--- src/rtl/ltgs_pkg.sv ---
// Package for the toroidal Life generation step: board geometry, command codes,
// controller states and cell control struct. Depends on nothing.
`default_nettype none

package ltgs_pkg;

  localparam int ROWS      = 32;
  localparam int COLS      = 64;
  localparam int ROW_W     = 64;
  localparam int ROW_IDX_W = 5;
  localparam int CNT_W     = (ROWS > 1) ? $clog2(ROWS) : 1;
  localparam int CMP_W     = (CNT_W > ROW_IDX_W) ? CNT_W : ROW_IDX_W;

  localparam logic [ROW_W-1:0] COL_MASK = {ROW_W{1'b1}} >> (ROW_W - COLS);

  localparam logic [3:0] LIFE_BIRTH = 4'd3;
  localparam logic [3:0] LIFE_KEEP  = 4'd2;

  typedef enum logic [1:0] {
    CMD_WRITE = 2'd0,
    CMD_STEP  = 2'd1,
    CMD_READ  = 2'd2,
    CMD_NONE  = 2'd3
  } cmd_t;

  typedef enum logic {
    ST_IDLE = 1'b0,
    ST_RUN  = 1'b1
  } state_t;

  typedef struct packed {
    logic shift;
    logic load;
  } cell_ctrl_t;

endpackage

`default_nettype wire

--- src/rtl/ltgs_cell.sv ---
// One board row held in the rotating row chain.
// Depends on ltgs_pkg.
`default_nettype none

module ltgs_cell (
  input  wire logic                      clk,
  input  wire ltgs_pkg::cell_ctrl_t      ctrl,
  input  wire logic [ltgs_pkg::ROW_W-1:0] wr_data,
  input  wire logic [ltgs_pkg::ROW_W-1:0] shift_in,
  output logic      [ltgs_pkg::ROW_W-1:0] q
);

  always_ff @(posedge clk) begin
    if (ctrl.load) begin
      q <= wr_data;
    end else if (ctrl.shift) begin
      q <= shift_in;
    end
  end

endmodule

`default_nettype wire

--- src/rtl/ltgs_rule.sv ---
// Life rule over one full row: counts the eight toroidal neighbours of every
// column and forms the next row. Depends on ltgs_pkg.
`default_nettype none

module ltgs_rule (
  input  wire logic [ltgs_pkg::ROW_W-1:0] up,
  input  wire logic [ltgs_pkg::ROW_W-1:0] mid,
  input  wire logic [ltgs_pkg::ROW_W-1:0] dn,
  output logic      [ltgs_pkg::ROW_W-1:0] nxt
);

  for (genvar x = 0; x < ltgs_pkg::COLS; x++) begin : g_col
    localparam int XW = (x + ltgs_pkg::COLS - 1) % ltgs_pkg::COLS;
    localparam int XE = (x + 1) % ltgs_pkg::COLS;
    logic [3:0] cnt;
    assign cnt = 4'(up[XW]) + 4'(up[x]) + 4'(up[XE]) + 4'(mid[XW]) + 4'(mid[XE])
               + 4'(dn[XW]) + 4'(dn[x]) + 4'(dn[XE]);
    assign nxt[x] = (cnt == ltgs_pkg::LIFE_BIRTH) ||
                    ((cnt == ltgs_pkg::LIFE_KEEP) && mid[x]);
  end

  if (ltgs_pkg::COLS < ltgs_pkg::ROW_W) begin : g_pad
    assign nxt[ltgs_pkg::ROW_W-1:ltgs_pkg::COLS] = '0;
  end

endmodule

`default_nettype wire

--- src/rtl/life_toroidal_generation_step.sv ---
// Top level of the toroidal Life block: row chain, rule unit and controller.
// Depends on ltgs_pkg, ltgs_cell and ltgs_rule.
//
//   channel  | signals                                   | handshake
//   ---------+-------------------------------------------+------------------------------
//   command  | cmd, row_index, row_bits                  | taken when start && !busy
//   result   | out_row_index, out_row_bits, last         | strobe, one cycle, no stall
//
// Write: does not raise busy, no result. Read and step: the row chain rotates once,
// one row per cycle, with busy high for the whole rotation, and each result is registered
// one register behind the rotation. A step emits ROWS rows in order; a read emits one.
// Reset clears the controller and the strobe; board contents are undefined until written.
`default_nettype none

module life_toroidal_generation_step (
  input  wire logic                              clk,
  input  wire logic                              rst,
  input  wire logic                              start,
  output logic                                   busy,
  input  wire logic [1:0]                        cmd,
  input  wire logic [ltgs_pkg::ROW_IDX_W-1:0]    row_index,
  input  wire logic [ltgs_pkg::ROW_W-1:0]        row_bits,
  output logic                                   strobe,
  output logic      [ltgs_pkg::ROW_IDX_W-1:0]    out_row_index,
  output logic      [ltgs_pkg::ROW_W-1:0]        out_row_bits,
  output logic                                   last
);

  localparam logic [ltgs_pkg::CNT_W-1:0] LAST_CNT = ltgs_pkg::CNT_W'(ltgs_pkg::ROWS - 1);

  ltgs_pkg::state_t                   state, state_next;
  ltgs_pkg::cmd_t                     op;
  logic [ltgs_pkg::CNT_W-1:0]         count;
  logic [ltgs_pkg::ROW_IDX_W-1:0]     idx;
  logic [ltgs_pkg::ROW_W-1:0]         prev;
  logic [ltgs_pkg::ROW_W-1:0]         first;

  logic [ltgs_pkg::ROW_W-1:0]         row_q [ltgs_pkg::ROWS];
  logic [ltgs_pkg::ROW_W-1:0]         tail_in;
  logic [ltgs_pkg::ROW_W-1:0]         wr_data;
  logic [ltgs_pkg::ROW_W-1:0]         up, dn, new_row;

  logic                               accept, run, at_end;
  logic                               emit;
  logic                               rd_hit, rd_in_range;
  logic [ltgs_pkg::ROW_W-1:0]         emit_bits;

  assign wr_data = row_bits & ltgs_pkg::COL_MASK;

  for (genvar i = 0; i < ltgs_pkg::ROWS; i++) begin : g_row
    ltgs_pkg::cell_ctrl_t ctrl;
    assign ctrl.load  = accept && (ltgs_pkg::cmd_t'(cmd) == ltgs_pkg::CMD_WRITE) &&
                        (32'(row_index) == i);
    assign ctrl.shift = run;
    if (i == ltgs_pkg::ROWS - 1) begin : g_tail
      ltgs_cell u_cell (
        .clk      (clk),
        .ctrl     (ctrl),
        .wr_data  (wr_data),
        .shift_in (tail_in),
        .q        (row_q[i])
      );
    end else begin : g_body
      ltgs_cell u_cell (
        .clk      (clk),
        .ctrl     (ctrl),
        .wr_data  (wr_data),
        .shift_in (row_q[i+1]),
        .q        (row_q[i])
      );
    end
  end

  assign at_end = (count == LAST_CNT);
  assign up     = (count == '0) ? row_q[ltgs_pkg::ROWS-1] : prev;
  assign dn     = at_end ? first : row_q[1];

  ltgs_rule u_rule (
    .up  (up),
    .mid (row_q[0]),
    .dn  (dn),
    .nxt (new_row)
  );

  assign tail_in = (op == ltgs_pkg::CMD_STEP) ? new_row : row_q[0];

  // Controller: next state
  always_comb begin
    state_next = state;
    case (state)
      ltgs_pkg::ST_IDLE: begin
        if (start && ((ltgs_pkg::cmd_t'(cmd) == ltgs_pkg::CMD_STEP) ||
                      (ltgs_pkg::cmd_t'(cmd) == ltgs_pkg::CMD_READ))) begin
          state_next = ltgs_pkg::ST_RUN;
        end
      end
      ltgs_pkg::ST_RUN: begin
        if (at_end) begin
          state_next = ltgs_pkg::ST_IDLE;
        end
      end
      default: state_next = ltgs_pkg::ST_IDLE;
    endcase
  end

  // Controller: outputs
  always_comb begin
    busy   = 1'b0;
    run    = 1'b0;
    accept = 1'b0;
    case (state)
      ltgs_pkg::ST_IDLE: accept = start;
      ltgs_pkg::ST_RUN: begin
        busy = 1'b1;
        run  = 1'b1;
      end
      default: busy = 1'b0;
    endcase
  end

  assign rd_in_range = (32'(idx) < ltgs_pkg::ROWS);
  assign rd_hit      = rd_in_range ? (ltgs_pkg::CMP_W'(idx) == ltgs_pkg::CMP_W'(count))
                                   : at_end;

  always_comb begin
    emit      = 1'b0;
    emit_bits = new_row;
    if (run) begin
      if (op == ltgs_pkg::CMD_STEP) begin
        emit = 1'b1;
      end else begin
        emit      = rd_hit;
        emit_bits = rd_in_range ? row_q[0] : '0;
      end
    end
  end

  always_ff @(posedge clk) begin
    if (rst) begin
      state  <= ltgs_pkg::ST_IDLE;
      strobe <= 1'b0;
    end else begin
      state  <= state_next;
      strobe <= emit;
    end
  end

  always_ff @(posedge clk) begin
    if (accept) begin
      op    <= ltgs_pkg::cmd_t'(cmd);
      idx   <= row_index;
      count <= '0;
    end else if (run) begin
      count <= count + 1'b1;
      prev  <= row_q[0];
      if (count == '0) begin
        first <= row_q[0];
      end
    end
    if (emit) begin
      out_row_bits  <= emit_bits;
      out_row_index <= (op == ltgs_pkg::CMD_STEP) ? ltgs_pkg::ROW_IDX_W'(count) : idx;
      last          <= (op == ltgs_pkg::CMD_STEP) ? at_end : 1'b1;
    end
  end

endmodule

`default_nettype wire

--- config.mk ---
export PLATFORM = sky130hd
export DESIGN_NAME = life_toroidal_generation_step
export DESIGN_NICKNAME = d
export VERILOG_FILES = /design/src/rtl/ltgs_pkg.sv /design/src/rtl/ltgs_cell.sv /design/src/rtl/ltgs_rule.sv /design/src/rtl/life_toroidal_generation_step.sv
export SDC_FILE = /design/constraint.sdc
export NUM_CORES = 2
export LEC_CHECK = 0
export ABC_AREA = 1
export BUFFER_PORTS_ARGS = -buffer_cell sky130_fd_sc_hd__buf_2
export CORE_ASPECT_RATIO = 0.9
export CORE_MARGIN = 1.5
export CORE_UTILIZATION = 40
export CTS_BUF_LIST = sky130_fd_sc_hd__clkbuf_4
export DETAILED_ROUTE_END_ITERATION = 10
export PLACE_DENSITY = 0.59
export RECOVER_POWER = 50
export SLEW_MARGIN = 30
export SYNTH_ARGS = -nofsm -noshare
export SYNTH_HDL_FRONTEND = slang
export SYNTH_SLANG_ARGS = --single-unit
--- constraint.sdc ---
create_clock -name clk -period 5.3 [get_ports clk]
set_input_delay 0.265 -clock clk [delete_from_list [all_inputs] [get_ports clk]]
set_output_delay 0.265 -clock clk [all_outputs]
set_load 0.01 [all_outputs]
# ---- Yosys cells after proc, flatten, opt, wreduce, memory -nomap -nowiden
# Index checks and enable logic that the tools add are counted.
dict set report totals {
  ff_bits 2260
  in_bits 74
  output_inout_bits 72
  wordCells 933
}
dict set report classes {
  add_sub_neg 449
  n_eq_ne 164
  muxes 76
  bitwise_logic 2
  n_reduce_logical 200
}
# op n
set op_table {}
lappend op_table {{two-way mux 64 bit} 68}
lappend op_table {{adder 4 x 1 -> 4 bit} 384}
lappend op_table {{equality test 4 x 2 -> 1 bit (second input constant)} 128}
lappend op_table {{adder 1 x 1 -> 2 bit} 64}
lappend op_table {{logical AND 1 bit} 98}
lappend op_table {{equality test 5 bit (second input constant)} 17}
lappend op_table {{logical OR 1 bit} 65}
lappend op_table {{nonzero test 2 bit} 32}
lappend op_table {{equality test 5 x 4 -> 1 bit (second input constant)} 8}
lappend op_table {{equality test 5 x 3 -> 1 bit (second input constant)} 4}
lappend op_table {{equality test 5 x 2 -> 1 bit (second input constant)} 2}
lappend op_table {{zero test 5 bit} 2}
lappend op_table {{two-way mux 1 bit} 6}
lappend op_table {{adder 5 x 1 -> 5 bit (second input constant)} 1}
lappend op_table {{equality test 5 x 1 -> 1 bit (second input constant)} 1}
lappend op_table {{equality test 5 bit} 1}
lappend op_table {{two-way mux 5 bit} 1}
lappend op_table {{equality test 2 x 1 -> 1 bit (second input constant)} 2}
lappend op_table {{AND reduction 3 bit} 1}
lappend op_table {{equality test 2 bit (second input constant)} 1}
lappend op_table {{zero test 2 bit} 1}
lappend op_table {{inverter 1 bit} 2}
lappend op_table {{case mux 1 bit (2 select lines)} 1}
lappend op_table {{AND reduction 2 bit} 1}

# ---- Logic depth before layout (Yosys ltp)
dict set report logic_depth {
  ltp_word 15
  depth_mapped 26
  mapped_depth_nobuf 24
}

# ---- Cells and area by module
# Synthesis repeated with hierarchy kept, for this count alone.
dict set report unflattened {
  hier_cells 11128
  area_unflattened_um2 109944.2
}
# module instances cells_per_inst area_per_inst_um2 seq_area_each_um2
set by_module_without_submodules {}
lappend by_module_without_submodules {ltgs_cell 32 271 2755.1 1921.8}
lappend by_module_without_submodules {ltgs_rule 1 1473 11612.4 0.0}
lappend by_module_without_submodules {life_toroidal_generation_step 1 983 10167.3 6296.0}

# ---- Least setup slack after synthesis
# Ideal clock, no wire load.
dict set report synth_path {
  path_type {register -> register}
  from {register count[0] (netlist bit)}
  to {register g_row[31].g_tail.u_cell.q[2] (netlist bit) (data pin)}
  setup_ns 0.145
  t_arrival_ns 4.263
  required_ns 5.155
  slack_ns 0.892
  stages_incl_launch_ff 25
  path_buffers 2
  period_less_slack_ns 4.408
  path_cell_list {dfxtp_1 ha_1 inv_1 nor3_1 ha_1 buf_2 inv_1 clkbuf_1 or2_2 o21ai_0 inv_1 fa_1 inv_1 xor2_1 inv_1 ha_1 fa_1 inv_1 fa_1 o21bai_1 nor2_1 nand3_1 nand2_1 nand2_1 o21ai_1}
}
dict set report synth_via {
  elab_cells_between_ends 18
  cone_classes {add/sub (7); eq/ne (3); mux (5); reduce/logical (3)}
}
# element line_no
set synth_rtl {}
lappend synth_rtl {{from (decl)} life_toroidal_generation_step.sv:33} ;# logic [ltgs_pkg::CNT_W-1:0] count;
lappend synth_rtl {{from (signal assigned)} life_toroidal_generation_step.sv:154} ;# count <= count + 1'b1;
lappend synth_rtl {{equality test 5 bit *} life_toroidal_generation_step.sv:74} ;# assign at_end = (count == LAST_CNT);
lappend synth_rtl {{named net at_end} life_toroidal_generation_step.sv:43} ;# logic accept, run, at_end;
lappend synth_rtl {{two-way mux 64 bit *} life_toroidal_generation_step.sv:76} ;# assign dn = at_end ? first : row_q[1];
lappend synth_rtl {{adder 4 x 1 -> 4 bit (2 in series)} ltgs_rule.sv:17} ;# + 4'(dn[XW]) + 4'(dn[x]) + 4'(dn[XE]);
lappend synth_rtl {{adder 4 x 1 -> 4 bit *} ltgs_rule.sv:17}
lappend synth_rtl {{equality test 4 x 2 -> 1 bit} ltgs_rule.sv:19} ;# ((cnt == ltgs_pkg::LIFE_KEEP) && mid[x]);
lappend synth_rtl {{logical AND 1 bit} ltgs_rule.sv:19}
lappend synth_rtl {{logical OR 1 bit *} ltgs_rule.sv:18} ;# assign nxt[x] = (cnt == ltgs_pkg::LIFE_BIRTH) ||
lappend synth_rtl {{two-way mux 64 bit *} life_toroidal_generation_step.sv:85} ;# assign tail_in = (op == ltgs_pkg::CMD_STEP) ? new_row : row_q[0];
lappend synth_rtl {{two-way mux 64 bit *} ltgs_cell.sv:16} ;# end else if (ctrl.shift) begin
lappend synth_rtl {{two-way mux 64 bit *} ltgs_cell.sv:14} ;# if (ctrl.load) begin
lappend synth_rtl {{to (signal assigned)} ltgs_cell.sv:15} ;# q <= wr_data;
lappend synth_rtl {{to (signal assigned)} ltgs_cell.sv:17} ;# q <= shift_in;
lappend synth_rtl {{to (decl)} ltgs_cell.sv:10} ;# output logic [ltgs_pkg::ROW_W-1:0] q
# The timed path passes the listed nets; every way through them passes the cells marked *. The select of a mux whose other input is x is not followed.
# A chain may end at the register's enable or synchronous reset.

# ---- Worst setup path in the final report
dict set report layout_path {
  from {register state}
  to {register g_row[10].g_body.u_cell.q[4] (netlist bit) (enable)}
}
dict set report layout_via {
  elab_chain_cells 4
  elab_cells_between_ends 5
  cone_classes {mux (2); reduce/logical (3)}
}
# element line_no
set layout_lines {}
lappend layout_lines {{from (decl)} life_toroidal_generation_step.sv:31} ;# ltgs_pkg::state_t state, state_next;
lappend layout_lines {{from (signal assigned)} life_toroidal_generation_step.sv:140} ;# state <= ltgs_pkg::ST_IDLE;
lappend layout_lines {{from (signal assigned)} life_toroidal_generation_step.sv:143} ;# state <= state_next;
lappend layout_lines {{two-way mux 1 bit} life_toroidal_generation_step.sv:111} ;# case (state)
lappend layout_lines {{named net accept} life_toroidal_generation_step.sv:43}
lappend layout_lines {{logical AND 1 bit (2 in series)} life_toroidal_generation_step.sv:52} ;# assign ctrl.load = accept && (ltgs_pkg::cmd_t'(cmd) == ltgs_pkg::CMD_WRITE) &&
lappend layout_lines {{nonzero test 2 bit (no line)} n/a}
lappend layout_lines {{to (signal assigned)} ltgs_cell.sv:15}
lappend layout_lines {{to (signal assigned)} ltgs_cell.sv:17}
lappend layout_lines {{to (decl)} ltgs_cell.sv:10}
# The timed path passes the listed nets, and every way through them passes these cells.

==> impl_metrics.json <==
{
  "dp_hpwl_um": 183400,
  "io_pins": 146,
  "holdPathStages": 5,
  "drc_errors": 0,
  "drt_wl_total_um": 311300,
  "ys_seq_area_frac": 0.6279,
  "yosysTopAreaCell": "edfxtp_1",
  "clk_latency_ns": 1.35,
  "area_growth_pct": 9.433,
  "ff2ff_path_depth": 6,
  "finalNonFillerCells": 14020,
  "synth_edf_count": 2253,
  "crit_required_ns": 6.17,
  "cts_buffer_depth": 4,
  "skew_ns": 0.1347,
  "slowest_delay_ns": 1.18,
  "netlist_instances": 9778,
  "violations": "max-capacitance violations, max-slew violations",
  "finalHoldViolations": 0,
  "crit_type": "register to register",
  "dp_cells": 12890,
  "grt_max_degree": 94,
  "mostFrequentLayoutCells": "nand2_1 (2,806), edfxtp_1 (2,253), o21ai_0 (1,672)",
  "cp_max_fo": 44,
  "synthArstFlopShare": 0,
  "ys_warn_count": 0,
  "final_core_util": 0.4412,
  "synthesis.area_um2": 108000,
  "rr_endpoint": "g_row[10].g_body.u_cell.q[4]$_DFFE_PP_",
  "drv_cap": 20,
  "htreeDepth": 6,
  "tightestPinTransition_ns": 2.340,
  "crit_chain": "nor2_1, nand2_4, nor2_8, nand2_8, nand2_1, buf_4",
  "die_w_um": 550.6,
  "grt_overflow": 0,
  "grt_pass1_vias": 76470,
  "hp-start": "row_bits[37]",
  "routed_via_density": 5.445,
  "netlist.area_leader.share": 0.6266,
  "worst_slack_ns": 0.2412,
  "avgSynthCellArea_um2": 11.04,
  "relSlewSlack": -0.5660,
  "syn-num-nets": 10300,
  "cp.arrival_ns": 5.93,
  "min_to": "g_row[28].g_body.u_cell.q[37]$_DFFE_PP_",
  "drt_iter0_drc": 7437,
  "fp.coreArea_um2": 267800,
  "root_buffer": "clkbuf_4",
  "die_y_um": 495.9,
  "wire_per_inst_um": 22.20,
  "num_vias": 76330,
  "firstDrtPassIters": 7,
  "max_freq_mhz": 197.7,
  "ys.flop_type": "edfxtp_1",
  "final_max_slew_viol_count": 1208,
  "hp-class": "primary input to register",
  "fin_nets": 10600,
  "tritoncts": "done",
  "fin_crit_sh": 0.9545,
  "final-setup-viol-count": 0,
  "status": "finished with violations",
  "timing.rr.start": "state$_SDFF_PP0_",
  "clkSlewWorstSetupHoldPaths_ns": 0.07,
  "worstSetupStartpointType": "register",
  "row_count": 180,
  "ys_types": 34,
  "end_kind": "register",
  "p_per_area_nw_per_um2": 411.1,
  "yosys_register_bits": 2260,
  "layout-drive-gt1-share": 0.1287,
  "ff2ff_setup_slack_ns": 0.24,
  "die_area_um2": 273000,
  "antenna_found_initial": 12,
  "p_leak_uw": 0.04890,
  "final_common_cell": "nand2_1",
  "cts.sinks": 2260,
  "gp_congestion": 0.8659,
  "synth_area_leaders": "edfxtp_1 (63%), nand2_1 (9.9%), o21ai_0 (4.9%)",
  "io_buffers": 145,
  "track_usage": 0.2261,
  "finalCriticalPeriod_ns": 5.059,
  "grt_pass1_wl_um": 473600,
  "crit_path_top_delay_cell": "nor2_1",
  "ir_drop_mv": 0.1648,
  "pre_cts_ws_ns": 0.4027,
  "initial_utilization": 0.4032,
  "cts_buffers": 597,
  "ant_nets": 0
}
==> worst max-delay path by stage <==
stage	from	slack (ns)	end	cells past startpoint
floorplan	count[0]$_SDFFE_PP0P_	0.89	g_row[31].g_tail.u_cell.q[2]$_DFFE_PP_	24
global placement	count[0]$_SDFFE_PP0P_	0.49	out_row_bits[61]$_DFFE_PP_	22
detailed placement	count[0]$_SDFFE_PP0P_	0.40	g_row[31].g_tail.u_cell.q[58]$_DFFE_PP_	21
CTS	count[0]$_SDFFE_PP0P_	0.32	out_row_bits[51]$_DFFE_PP_	20
global route	count[0]$_SDFFE_PP0P_	-0.002	g_row[31].g_tail.u_cell.q[59]$_DFFE_PP_	20
finish	state$_SDFF_PP0_	0.24	g_row[10].g_body.u_cell.q[4]$_DFFE_PP_	6
==> cell families after synthesis <==
kind of cell | Yosys count | synth area share
AOI/OAI and AO/OA | 2226 | 0.1081
xor gates and xnor gates | 63 | 0.005111
muxes | 2 | 0.0001970
and+or+nand+nor | 3282 | 0.1220
adders and majority gates | 452 | 0.06587
DFF | 2260 | 0.6279
buffers and inverters | 1493 | 0.07077
==> repair_timing <==
action / in CTS / in global routing
endpoints found under the setup margin: 0 / 8
buffers inserted: 0 / 0
gates resized for setup: 0 / 7
hold buffers: 128 / 0
endpoints found under the hold margin: 2043 / 0
==> stage by stage <==
step | hold WS, ns | total power (uW) | instance area [um^2] | TNS, ns
CTS | 0.05209 | 48850 | 118600 | 0
global placement | 0.4578 | 32680 | 109800 | 0
floorplan | 0.3341 | 30370 | 108000 | 0
detailed placement | 0.4635 | 33450 | 110100 | 0
finish | 0.1588 | 48570 | 118200 | 0
global route | 0.07068 | 51600 | 118100 | -0.001529
==> registers in the layout, summed over array words and instances, names as in the netlist <==
register               flops
g_row.g_tail.u_cell.q     64
idx                        5
count                      5
op                         2
state                      1
prev                      64
g_row.g_body.u_cell.q   1984
out_row_bits              64
out_row_index              5
first                     64
strobe                     1
last                       1
==> Yosys cell counts (2+ instances only) <==
master	count
buf_2	69
nor2_1	129
buf_1	7
xor2_1	62
buf_12	2
fa_1	194
nand2_4	21
nand3_1	131
buf_4	5
a21oi_1	5
nor3_1	5
inv_2	3
buf_6	253
dfxtp_1	7
o21ai_1	1007
clkbuf_1	372
o21ai_2	129
nand3b_1	42
o21bai_1	20
nand2_1	2844
nor3b_1	42
or2_2	63
inv_1	782
nor2_8	2
edfxtp_1	2253
ha_1	258
o21ai_0	1064
==> worst max-delay path: cells and delay by family, from the launching register on <==
kind | cells | cell delay (ns)
buffers and inverters | 1 | 0.81
DFF | 1 | 0.40
and+or+nand+nor | 5 | 3.28
==> power breakdown <==
part | switching [uW] | internal (uW) | total [uW]
Combinational | 7150 | 4320 | 11500
Clock | 7490 | 7850 | 15300
Sequential | 457 | 21300 | 21800
Total | 15100 | 33500 | 48600
==> area by class of cell <==
class / instances / area (um^2)
antenna: 15 / 37.54
clock buffer: 847 / 6359
clock inverter: 135 / 870.8
fill: 25260 / 149600
inverter: 785 / 2960
multi-input combinational: 6025 / 32690
sequential: 2260 / 67800
tap: 3549 / 4441
timing repair buffer: 402 / 3000
==> layer usage <==
layer	share of wire	global-route usage	vias up	wire, um
met5	0.00027	0	-	84
met4	0.026	0.06691	8	8180
met3	0.085	0.04248	526	26560
met2	0.46	0.3586	3363	142200
met1	0.43	0.3157	38240	134200
li1	-	-	34190	-
Note: power is estimated with default switching activity, not from simulation.
